**config.mk**
```make
export PLATFORM = sky130hd
export DESIGN_NAME = first_fit_region_allocator
export DESIGN_NICKNAME = d
export VERILOG_FILES = /design/src/rtl/ffra_pkg.sv /design/src/rtl/ffra_divider.sv /design/src/rtl/first_fit_region_allocator.sv
export SDC_FILE = /design/constraint.sdc
export NUM_CORES = 2
export LEC_CHECK = 0
export BUFFER_PORTS_ARGS = -buffer_cell sky130_fd_sc_hd__clkbuf_2
export CAP_MARGIN = 20
export CORE_UTILIZATION = 39
export DETAILED_ROUTE_END_ITERATION = 8
export PLACE_DENSITY = 0.55
export SLEW_MARGIN = 25
export SYNTH_ARGS = -nofsm -noshare
export SYNTH_HDL_FRONTEND = slang
export SYNTH_SLANG_ARGS = --single-unit
```
**constraint.sdc**
```tcl
create_clock -name clock -period 8.3 [get_ports clock]
set_input_delay 1.66 -clock clock [delete_from_list [all_inputs] [get_ports clock]]
set_output_delay 1.66 -clock clock [all_outputs]
set_load 0.03 [all_outputs]
```
**src/rtl/ffra_pkg.sv**
```systemverilog
`timescale 1ns / 1ps
// ----------------------------------------------------------------------------
// ffra_pkg
// shared codes and types of the first-fit region allocator
// ----------------------------------------------------------------------------
package ffra_pkg;

   localparam logic [1:0] KIND_ALLOC  = 2'd0;
   localparam logic [1:0] KIND_FREE   = 2'd1;
   localparam logic [1:0] KIND_RESIZE = 2'd2;
   localparam logic [1:0] KIND_COUNT  = 2'd3;

   localparam logic [1:0] ST_OK        = 2'd0;
   localparam logic [1:0] ST_NO_SPACE  = 2'd1;
   localparam logic [1:0] ST_NOT_FOUND = 2'd2;
   localparam logic [1:0] ST_FULL      = 2'd3;

   localparam int SIZE_W = 17;
   localparam int OFF_W  = 16;

   typedef struct packed {
      logic                start;
      logic [SIZE_W-1:0]   dividend;
      logic [SIZE_W-1:0]   divisor;
   } div_req_type;

   typedef struct packed {
      logic                done;
      logic [SIZE_W-1:0]   quotient;
   } div_rsp_type;

endpackage

```
**src/rtl/ffra_divider.sv**
```systemverilog
`timescale 1ns / 1ps
// ----------------------------------------------------------------------------
// ffra_divider
// restoring divider, one quotient bit per cycle; divisor zero gives zero
// ----------------------------------------------------------------------------
module ffra_divider (
   input  logic                  clock,
   input  logic                  reset,
   input  ffra_pkg::div_req_type div_req,
   output ffra_pkg::div_rsp_type div_rsp
);

   localparam int W  = ffra_pkg::SIZE_W;
   localparam int CW = $clog2(W + 1);

   logic          busy_ff, busy_in;
   logic [CW-1:0] cnt_ff, cnt_in;
   logic [W-1:0]  quo_ff, quo_in;
   logic [W:0]    rem_ff, rem_in;
   logic [W-1:0]  dvs_ff, dvs_in;
   logic          done_ff, done_in;
   logic [W:0]    trial;

   always_comb begin
      busy_in = busy_ff;
      cnt_in  = cnt_ff;
      quo_in  = quo_ff;
      rem_in  = rem_ff;
      dvs_in  = dvs_ff;
      done_in = 1'b0;
      trial   = {rem_ff[W-1:0], quo_ff[W-1]};
      if (div_req.start) begin
         busy_in = 1'b1;
         cnt_in  = CW'(W);
         quo_in  = div_req.dividend;
         rem_in  = '0;
         dvs_in  = div_req.divisor;
      end else if (busy_ff) begin
         if (trial >= {1'b0, dvs_ff} && dvs_ff != '0) begin
            rem_in = trial - {1'b0, dvs_ff};
            quo_in = {quo_ff[W-2:0], 1'b1};
         end else begin
            rem_in = trial;
            quo_in = {quo_ff[W-2:0], 1'b0};
         end
         cnt_in = cnt_ff - 1'b1;
         if (cnt_ff == CW'(1)) begin
            busy_in = 1'b0;
            done_in = 1'b1;
         end
      end
   end

   always_ff @(posedge clock) begin
      if (reset) begin
         busy_ff <= 1'b0;
         done_ff <= 1'b0;
         cnt_ff  <= '0;
      end else begin
         busy_ff <= busy_in;
         done_ff <= done_in;
         cnt_ff  <= cnt_in;
      end
      quo_ff <= quo_in;
      rem_ff <= rem_in;
      dvs_ff <= dvs_in;
   end

   assign div_rsp.done     = done_ff;
   assign div_rsp.quotient = (dvs_ff == '0) ? '0 : quo_ff;

endmodule

```
**src/rtl/first_fit_region_allocator.sv**
```systemverilog
`timescale 1ns / 1ps
// ----------------------------------------------------------------------------
// first_fit_region_allocator
// table of live regions in offset order, first-fit allocate, free, resize, count
// ----------------------------------------------------------------------------
// Requests arrive on req_ (tuser = kind, tdata = size, offset, unit); each
// request gives exactly one response item on rsp_ with status, allocated
// offset, element count and the used / free byte totals.
// The region table sits in one memory of MAX_REGIONS entries with a registered
// read. An item is handled one at a time by a sequencer: a scan reads the live
// entries one at a time (a read state and a check state per entry), then
// allocate and free shift the entries behind the hit by one place, again with
// a read state and a write state per entry. Count runs a 17-step bit-serial
// divide after the scan.
// csr_ writes the arena size; it is taken only while idle with no response held.
// After reset the table is empty, used bytes are zero, arena is 65536; there
// is no clearing pass since only live entries are read.
// The response waits in an output register while rsp_tready is low; the next
// request can be taken in the cycle after that register has been handed over.
// ----------------------------------------------------------------------------
module first_fit_region_allocator #(
   parameter int MAX_REGIONS = 32,
   parameter int ARENA_MAX   = 65536
) (
   input  logic        clock,
   input  logic        reset,
   input  logic        req_tvalid,
   output logic        req_tready,
   input  logic [55:0] req_tdata,   // req_size[16:0], region_offset[32:17], unit_bytes[49:33]
   input  logic [1:0]  req_tuser,   // kind
   output logic        rsp_tvalid,
   input  logic        rsp_tready,
   output logic [71:0] rsp_tdata,   // status, alloc_offset, elem_count, used, free
   input  logic        csr_valid,
   output logic        csr_ready,
   input  logic [16:0] csr_data
);

   localparam int SW = ffra_pkg::SIZE_W;
   localparam int OW = ffra_pkg::OFF_W;
   localparam int IW = (MAX_REGIONS > 1) ? $clog2(MAX_REGIONS) : 1;
   localparam int CW = $clog2(MAX_REGIONS + 1);
   localparam logic [SW-1:0] ARENA_CAP =
      (ARENA_MAX > 65536) ? SW'(65536) : SW'(ARENA_MAX);

   typedef enum logic [8:0] {
      S_IDLE    = 9'b000000001,
      S_RD      = 9'b000000010,
      S_CHK     = 9'b000000100,
      S_TAIL    = 9'b000001000,
      S_SHR_RD  = 9'b000010000,
      S_SHR_WR  = 9'b000100000,
      S_SHL_RD  = 9'b001000000,
      S_SHL_WR  = 9'b010000000,
      S_DIV     = 9'b100000000
   } state_type;

   // table memory: start and length in one word
   logic [OW+SW-1:0] mem [MAX_REGIONS];
   logic [OW+SW-1:0] rd_data_ff;
   logic [IW-1:0]    rd_addr;
   logic             wr_en;
   logic [IW-1:0]    wr_addr;
   logic [OW+SW-1:0] wr_data;

   always_ff @(posedge clock) begin
      if (wr_en) mem[wr_addr] <= wr_data;
      rd_data_ff <= mem[rd_addr];
   end

   state_type     state_ff, state_in;
   logic [SW-1:0] arena_ff, arena_in;
   logic [SW-1:0] used_ff, used_in;
   logic [CW-1:0] live_ff, live_in;
   logic [CW-1:0] idx_ff, idx_in;
   logic [CW-1:0] hit_ff, hit_in;
   logic [1:0]    kind_ff, kind_in;
   logic [SW-1:0] size_ff, size_in;
   logic [OW-1:0] off_ff, off_in;
   logic [SW-1:0] unit_ff, unit_in;
   logic [SW-1:0] prev_end_ff, prev_end_in;
   logic [SW-1:0] hit_len_ff, hit_len_in;
   logic [OW-1:0] hit_start_ff, hit_start_in;
   logic          rsp_valid_ff, rsp_valid_in;
   logic [1:0]    st_ff, st_in;
   logic [OW-1:0] aoff_ff, aoff_in;
   logic [SW-1:0] cnt_ff, cnt_in;

   ffra_pkg::div_req_type div_req;
   ffra_pkg::div_rsp_type div_rsp;

   ffra_divider u_div (
      .clock   (clock),
      .reset   (reset),
      .div_req (div_req),
      .div_rsp (div_rsp)
   );

   logic [SW-1:0] arena_eff;
   logic [OW-1:0] e_start;
   logic [SW-1:0] e_len;
   logic [SW-1:0] e_start_x;
   logic [SW:0]   end_sum;
   logic          gap_fit;

   assign arena_eff = (arena_ff > ARENA_CAP) ? ARENA_CAP : arena_ff;
   assign e_start   = rd_data_ff[OW+SW-1:SW];
   assign e_len     = rd_data_ff[SW-1:0];
   assign e_start_x = {1'b0, e_start};
   assign gap_fit   = (e_start_x >= prev_end_ff) && (e_start_x - prev_end_ff >= size_ff);

   always_comb begin
      state_in     = state_ff;
      arena_in     = arena_ff;
      used_in      = used_ff;
      live_in      = live_ff;
      idx_in       = idx_ff;
      hit_in       = hit_ff;
      kind_in      = kind_ff;
      size_in      = size_ff;
      off_in       = off_ff;
      unit_in      = unit_ff;
      prev_end_in  = prev_end_ff;
      hit_len_in   = hit_len_ff;
      hit_start_in = hit_start_ff;
      rsp_valid_in = rsp_valid_ff;
      st_in        = st_ff;
      aoff_in      = aoff_ff;
      cnt_in       = cnt_ff;
      rd_addr      = idx_ff[IW-1:0];
      wr_en        = 1'b0;
      wr_addr      = idx_ff[IW-1:0];
      wr_data      = '0;
      div_req      = '0;
      end_sum      = '0;

      if (rsp_valid_ff && rsp_tready) rsp_valid_in = 1'b0;
      if (csr_valid && csr_ready) arena_in = csr_data;

      case (state_ff)
         S_IDLE: begin
            if (req_tvalid && !rsp_valid_ff) begin
               kind_in     = req_tuser;
               size_in     = req_tdata[16:0];
               off_in      = req_tdata[32:17];
               unit_in     = req_tdata[49:33];
               idx_in      = '0;
               prev_end_in = '0;
               st_in       = ffra_pkg::ST_OK;
               aoff_in     = '0;
               cnt_in      = '0;
               rd_addr     = '0;
               state_in    = S_RD;
               if (req_tuser == ffra_pkg::KIND_ALLOC) begin
                  if (req_tdata[16:0] == '0 || req_tdata[16:0] > arena_eff) begin
                     st_in = ffra_pkg::ST_NO_SPACE;
                     rsp_valid_in = 1'b1;
                     state_in = S_IDLE;
                  end else if (live_ff >= CW'(MAX_REGIONS)) begin
                     st_in = ffra_pkg::ST_FULL;
                     rsp_valid_in = 1'b1;
                     state_in = S_IDLE;
                  end else if (live_ff == '0) begin
                     state_in = S_TAIL;
                  end
               end else if (live_ff == '0) begin
                  st_in = ffra_pkg::ST_NOT_FOUND;
                  rsp_valid_in = 1'b1;
                  state_in = S_IDLE;
               end
            end
         end
         // read issued for idx last cycle; entry now in rd_data_ff
         S_RD: begin
            state_in = S_CHK;
         end
         S_CHK: begin
            end_sum = {2'b0, e_start} + {1'b0, e_len};
            if (kind_ff == ffra_pkg::KIND_ALLOC) begin
               if (gap_fit) begin
                  hit_in = idx_ff;
                  hit_start_in = prev_end_ff[OW-1:0];
                  // shift entries idx..live-1 up by one, from the top
                  idx_in = live_ff;
                  state_in = S_SHR_RD;
               end else begin
                  prev_end_in = end_sum[SW-1:0];
                  idx_in = idx_ff + 1'b1;
                  rd_addr = IW'(idx_ff + 1'b1);
                  state_in = (idx_ff + 1'b1 == live_ff) ? S_TAIL : S_RD;
               end
            end else if (e_start == off_ff) begin
               hit_in = idx_ff;
               hit_len_in = e_len;
               hit_start_in = e_start;
               if (kind_ff == ffra_pkg::KIND_COUNT) begin
                  div_req.start = 1'b1;
                  div_req.dividend = e_len;
                  div_req.divisor = unit_ff;
                  state_in = S_DIV;
               end else if (kind_ff == ffra_pkg::KIND_FREE ||
                            size_ff == '0) begin
                  used_in = used_ff - e_len;
                  idx_in = idx_ff + 1'b1;
                  rd_addr = IW'(idx_ff + 1'b1);
                  state_in = S_SHL_RD;
               end else if (size_ff > e_len) begin
                  // need next start as limit
                  idx_in = idx_ff + 1'b1;
                  rd_addr = IW'(idx_ff + 1'b1);
                  prev_end_in = {1'b0, e_start};
                  hit_len_in = e_len;
                  state_in = S_TAIL;
               end else begin
                  wr_en = 1'b1;
                  wr_data = {e_start, size_ff};
                  used_in = used_ff - e_len + size_ff;
                  rsp_valid_in = 1'b1;
                  state_in = S_IDLE;
               end
            end else begin
               idx_in = idx_ff + 1'b1;
               rd_addr = IW'(idx_ff + 1'b1);
               if (idx_ff + 1'b1 == live_ff) begin
                  st_in = ffra_pkg::ST_NOT_FOUND;
                  rsp_valid_in = 1'b1;
                  state_in = S_IDLE;
               end else begin
                  state_in = S_RD;
               end
            end
         end
         // allocate: tail hole; resize: growth check (rd_data_ff holds next)
         S_TAIL: begin
            if (kind_ff == ffra_pkg::KIND_ALLOC) begin
               if (arena_eff >= prev_end_ff && arena_eff - prev_end_ff >= size_ff) begin
                  wr_en = 1'b1;
                  wr_addr = live_ff[IW-1:0];
                  wr_data = {prev_end_ff[OW-1:0], size_ff};
                  aoff_in = prev_end_ff[OW-1:0];
                  live_in = live_ff + 1'b1;
                  used_in = used_ff + size_ff;
               end else begin
                  st_in = ffra_pkg::ST_NO_SPACE;
               end
               rsp_valid_in = 1'b1;
               state_in = S_IDLE;
            end else begin
               end_sum = {1'b0, prev_end_ff} + {1'b0, size_ff};
               if (end_sum > ((idx_ff < live_ff) ? {2'b0, e_start} : {1'b0, arena_eff})) begin
                  st_in = ffra_pkg::ST_NO_SPACE;
               end else begin
                  wr_en = 1'b1;
                  wr_addr = hit_ff[IW-1:0];
                  wr_data = {hit_start_ff, size_ff};
                  used_in = used_ff - hit_len_ff + size_ff;
               end
               rsp_valid_in = 1'b1;
               state_in = S_IDLE;
            end
         end
         S_SHR_RD: begin
            if (idx_ff == hit_ff) begin
               wr_en = 1'b1;
               wr_addr = hit_ff[IW-1:0];
               wr_data = {hit_start_ff, size_ff};
               aoff_in = hit_start_ff;
               live_in = live_ff + 1'b1;
               used_in = used_ff + size_ff;
               rsp_valid_in = 1'b1;
               state_in = S_IDLE;
            end else begin
               rd_addr = IW'(idx_ff - 1'b1);
               state_in = S_SHR_WR;
            end
         end
         S_SHR_WR: begin
            wr_en = 1'b1;
            wr_addr = idx_ff[IW-1:0];
            wr_data = rd_data_ff;
            idx_in = idx_ff - 1'b1;
            state_in = S_SHR_RD;
         end
         S_SHL_RD: begin
            if (idx_ff >= live_ff) begin
               live_in = live_ff - 1'b1;
               rsp_valid_in = 1'b1;
               state_in = S_IDLE;
            end else begin
               state_in = S_SHL_WR;
            end
         end
         S_SHL_WR: begin
            wr_en = 1'b1;
            wr_addr = IW'(idx_ff - 1'b1);
            wr_data = rd_data_ff;
            idx_in = idx_ff + 1'b1;
            rd_addr = IW'(idx_ff + 1'b1);
            state_in = S_SHL_RD;
         end
         S_DIV: begin
            if (div_rsp.done) begin
               cnt_in = div_rsp.quotient;
               rsp_valid_in = 1'b1;
               state_in = S_IDLE;
            end
         end
         default: state_in = S_IDLE;
      endcase
   end

   always_ff @(posedge clock) begin
      if (reset) begin
         state_ff     <= S_IDLE;
         arena_ff     <= SW'(65536);
         used_ff      <= '0;
         live_ff      <= '0;
         rsp_valid_ff <= 1'b0;
      end else begin
         state_ff     <= state_in;
         arena_ff     <= arena_in;
         used_ff      <= used_in;
         live_ff      <= live_in;
         rsp_valid_ff <= rsp_valid_in;
      end
      idx_ff       <= idx_in;
      hit_ff       <= hit_in;
      kind_ff      <= kind_in;
      size_ff      <= size_in;
      off_ff       <= off_in;
      unit_ff      <= unit_in;
      prev_end_ff  <= prev_end_in;
      hit_len_ff   <= hit_len_in;
      hit_start_ff <= hit_start_in;
      st_ff        <= st_in;
      aoff_ff      <= aoff_in;
      cnt_ff       <= cnt_in;
   end

   logic [SW-1:0] free_b;
   assign free_b = (arena_eff > used_ff) ? arena_eff - used_ff : '0;

   assign req_tready = (state_ff == S_IDLE) && !rsp_valid_ff;
   // arena size feeds free bytes of a held response
   assign csr_ready  = (state_ff == S_IDLE) && !rsp_valid_ff;
   assign rsp_tvalid = rsp_valid_ff;
   assign rsp_tdata  = {3'b0, free_b, used_ff, cnt_ff, aoff_ff, st_ff};

`ifndef SYNTHESIS
   a_live_bound: assert property (@(posedge clock) disable iff (reset)
      live_ff <= CW'(MAX_REGIONS))
      else $error("live count above table depth");
   a_rsp_hold: assert property (@(posedge clock) disable iff (reset)
      rsp_valid_ff && !rsp_tready |=> rsp_valid_ff && $stable(rsp_tdata))
      else $error("response changed while stalled");
   a_no_accept_busy: assert property (@(posedge clock) disable iff (reset)
      state_ff != S_IDLE |-> !req_tready)
      else $error("request taken while busy");
`endif

endmodule

```
==> results.md <==
* Clk buf depth at 3
* Multi-input gate area at 0.02330 mm^2
* CP Launch Point: arena_ff[16]
* Design Area, Final at 0.07366 mm^2
* Io pins at 155
* Input/output buffers at 145
* Post-Synthesis Cells at 5490
* Least-Margin Pin Slew at 1.067 ns
* Fraction of layout cells with a size suffix above 1 at 11.13%
* # clock sinks at 1346
* Power Dens Cells at 291.6 mW/mm^2
* Achievable clock frequency at 130.4 MHz
* Gr usage total at 23.77%
* Drt initial violations at 4705
* Worst path max stage delay at 0.63 ns
* CTS tree: built
* Global-route wire length before repair at 291700 um
* Clk root buf: clkbuf_16
* Slew HR at 28.65%
* Worst EP arrival at 8.11 ns
* Worst setup path class: reg -> reg
* DP HPWL at 128400 um
* Ys flop type: edfxtp_1
* FF+latch area at 0.03935 mm^2
* Slowest-stage cell, CP: o21ai_1
* Clk_skew at 0.06020 ns
* Clk pin slew, worst setup/hold paths at 0.06 ns
* Warning count from the yosys run at 0
* Hold Crit Class: reg -> reg
* H-tree depth at 4
* Row cnt at 148
* Data required, critical path at 8.74 ns
* RSZ-0062 raised after global routing: no
* Ant diodes at 0
* Overall die height at 407.7 um
* Sequential area share after synthesis at 61.30%
* Synth Cell Area at 0.06418 mm^2
* R2r startpoint: arena_ff[16]
* Largest net degree at the start of global routing at 170
* Routed wire per std cell at 25.20 um
* Slew Viols, Final at 0
* Final hold vios at 0
* Setup Fix Bufs, Post-CTS at 0
* # DRC at 0
* Antenna violations before repair at 3
* Initial Util at 39.34%
* Post-layout nets at 6082
* Cell variety after synth at 95
* Core area at 0.1631 mm^2
* Pre-Repair DR Iteration Count at 6
* Vias per Instance at 5.624
* FFs w/ async S/R, synth at 0%
* Mean post-synth cell area at 11.69 um^2
* Area Growth Syn to Fin at 14.77%
* Max-capacitance violation count at 0
* Leading cell type in the layout, fill and taps excluded: edfxtp_1
* Clk_lat worst skew at 0.82 ns
* LEAKAGE at 27.21 nW
* CTS Hold Bufs at 0
* Worst setup SP type: register
* Die Wd at 407.7 um
* Final WL at 201700 um
* Most frequent cells in the layout: 1239 x edfxtp_1, 1085 x nand2_1, 374 x nand3_1
* Layout fillers at 14980
* Vias in the first global route at 42350
* CP Capture Type: register
* Total number of vias at 45020
* CTS buffer count at 149
* EDFF count, synth at 1239
* CTS resizes at 0
* Post-route clock period utilization at 92.36%
* Critical path's most frequent cell: o21ai_0
* Outcome: complete, no violations
* Die outline area at 0.1662 mm^2
* Aggregate global routing overflow at 0
* Endpoints failing setup at 0
* Max VDD drop at 0.2321 mV
* Critical path peak fanout at 19
* Post-DP Area at 0.06885 mm^2
* FF+latch count, synth at 1346
* Remaining antenna violation count at 0
* Hold path start: arena_ff[8]
* Fin crit period at 7.666 ns
* Fin Setup TNS at 0 ns
* Routability cong. at 0.9091
where the power goes:
part           switching, mW  leakage [nW]  internal [mW]
clock                   2.80          2.31           3.69
sequential             0.337          10.7           7.55
combinational           4.57          14.2           2.53
total                   7.71          27.2           13.8
worst max-delay path, delay by kind of cell (launching register included):
kind / cells / cell delay [ns]
AO/OA/AOI/OAI: 16 / 4.04
XOR/XNOR: 1 / 0.17
buffers and inverters: 3 / 0.81
adder cells (fa/ha/maj): 2 / 0.66
flip-flops: 1 / 0.34
AND/OR/NAND/NOR: 6 / 1.24
through the flow:
stage          total power, mW  utilization [%]  setup WS, ns  std cells  hold slack [ns]
6_report                 21.48            45.15        0.6339       8005           0.4776
5_1_grt                  22.52            45.15       0.07224       8005           0.4964
3_5_place_dp             15.07            42.20        0.7812       7735           0.4661
3_3_place_gp             14.99            42.19        0.8790       7734           0.4622
2_1_floorplan            12.73                -         1.141       5492           0.4490
4_1_cts                  21.58            45.14        0.7291       8004           0.4776
cells in the mapped netlist (8+ instances only):
cell type / count / area (um^2)
a31oi_1: 81 / 506.7
buf_1: 16 / 60.06
edfxtp_1: 1239 / 37210
o21bai_1: 18 / 135.1
ha_1: 264 / 3303
mux2i_1: 193 / 1932
a22o_1: 20 / 175.2
buf_4: 12 / 90.09
nand4b_1: 37 / 324.1
o21a_1: 15 / 112.6
nand4_1: 28 / 175.2
a21boi_0: 16 / 120.1
o31ai_1: 8 / 60.06
nand3_1: 375 / 1877
o21ai_0: 141 / 705.7
nor2b_1: 20 / 125.1
nor3_1: 56 / 280.3
fa_1: 26 / 520.5
clkbuf_1: 167 / 626.9
nand2_1: 1086 / 4076
o22ai_1: 36 / 225.2
nand2b_1: 31 / 193.9
xor2_1: 51 / 446.7
o211ai_1: 8 / 60.06
nor4_1: 24 / 150.1
buf_2: 74 / 370.4
a211oi_1: 107 / 803.3
nor2_1: 223 / 837.1
a21oi_1: 202 / 1011
and2_1: 46 / 287.8
a21o_1: 70 / 525.5
and3_1: 92 / 575.6
xnor2_1: 126 / 1104
nand3b_1: 8 / 60.06
a22oi_1: 41 / 307.8
dfxtp_1: 107 / 2142
a221oi_1: 20 / 175.2
inv_1: 216 / 810.8
a32oi_1: 33 / 289.0
or3_1: 17 / 106.4
layout make-up:
class | count | share of cell area [%]
Clock buffer | 203 | 5.459
Clock inverter | 66 | 1.053
Inverter | 218 | 1.113
Multi-Input combinational cell | 3658 | 31.63
Sequential cell | 1346 | 53.42
Tap cell | 2175 | 3.694
Timing Repair Buffer | 339 | 3.635
final timing paths:
check,end,slack (ns),cells past startpoint
worst min register to register,arena_ff[8],0.48,2
worst max-delay path,mem[19][28],0.63,28
worst max register to register,mem[19][28],0.63,28
worst min-delay path,arena_ff[8],0.48,2
routing by layer:
layer  GRT usage [%]  part of all wire (%)
met5               0                     0
met3           3.182                   6.2
met4           7.798                   3.1
met1           33.24                    44
met2           38.11                    46
cell families after synthesis:
logic type	synth area share, %
muxes	3.010
adders and majority gates	5.957
other	0.005843
AOI/OAI and AO/OA	9.517
xor gates and xnor gates	2.415
buffers and inverters	3.080
DFF	61.30
and+or+nand+nor	14.71
state kept, by name, indices dropped and copies added, names as in the netlist, 2 cells and up:
signal / count
hit_start_ff: 16
st_ff: 2
idx_ff: 6
prev_end_ff: 17
hit_ff: 6
cnt_ff: 17
u_div.dvs_ff: 17
u_div.quo_ff: 17
size_ff: 17
rd_data_ff: 33
live_ff: 6
u_div.rem_ff: 17
used_ff: 17
aoff_ff: 16
off_ff: 16
u_div.cnt_ff: 5
mem: 1056
unit_ff: 17
kind_ff: 2
state_ff: 9
arena_ff: 17
hit_len_ff: 17
Power figures use the tool's default switching activity.
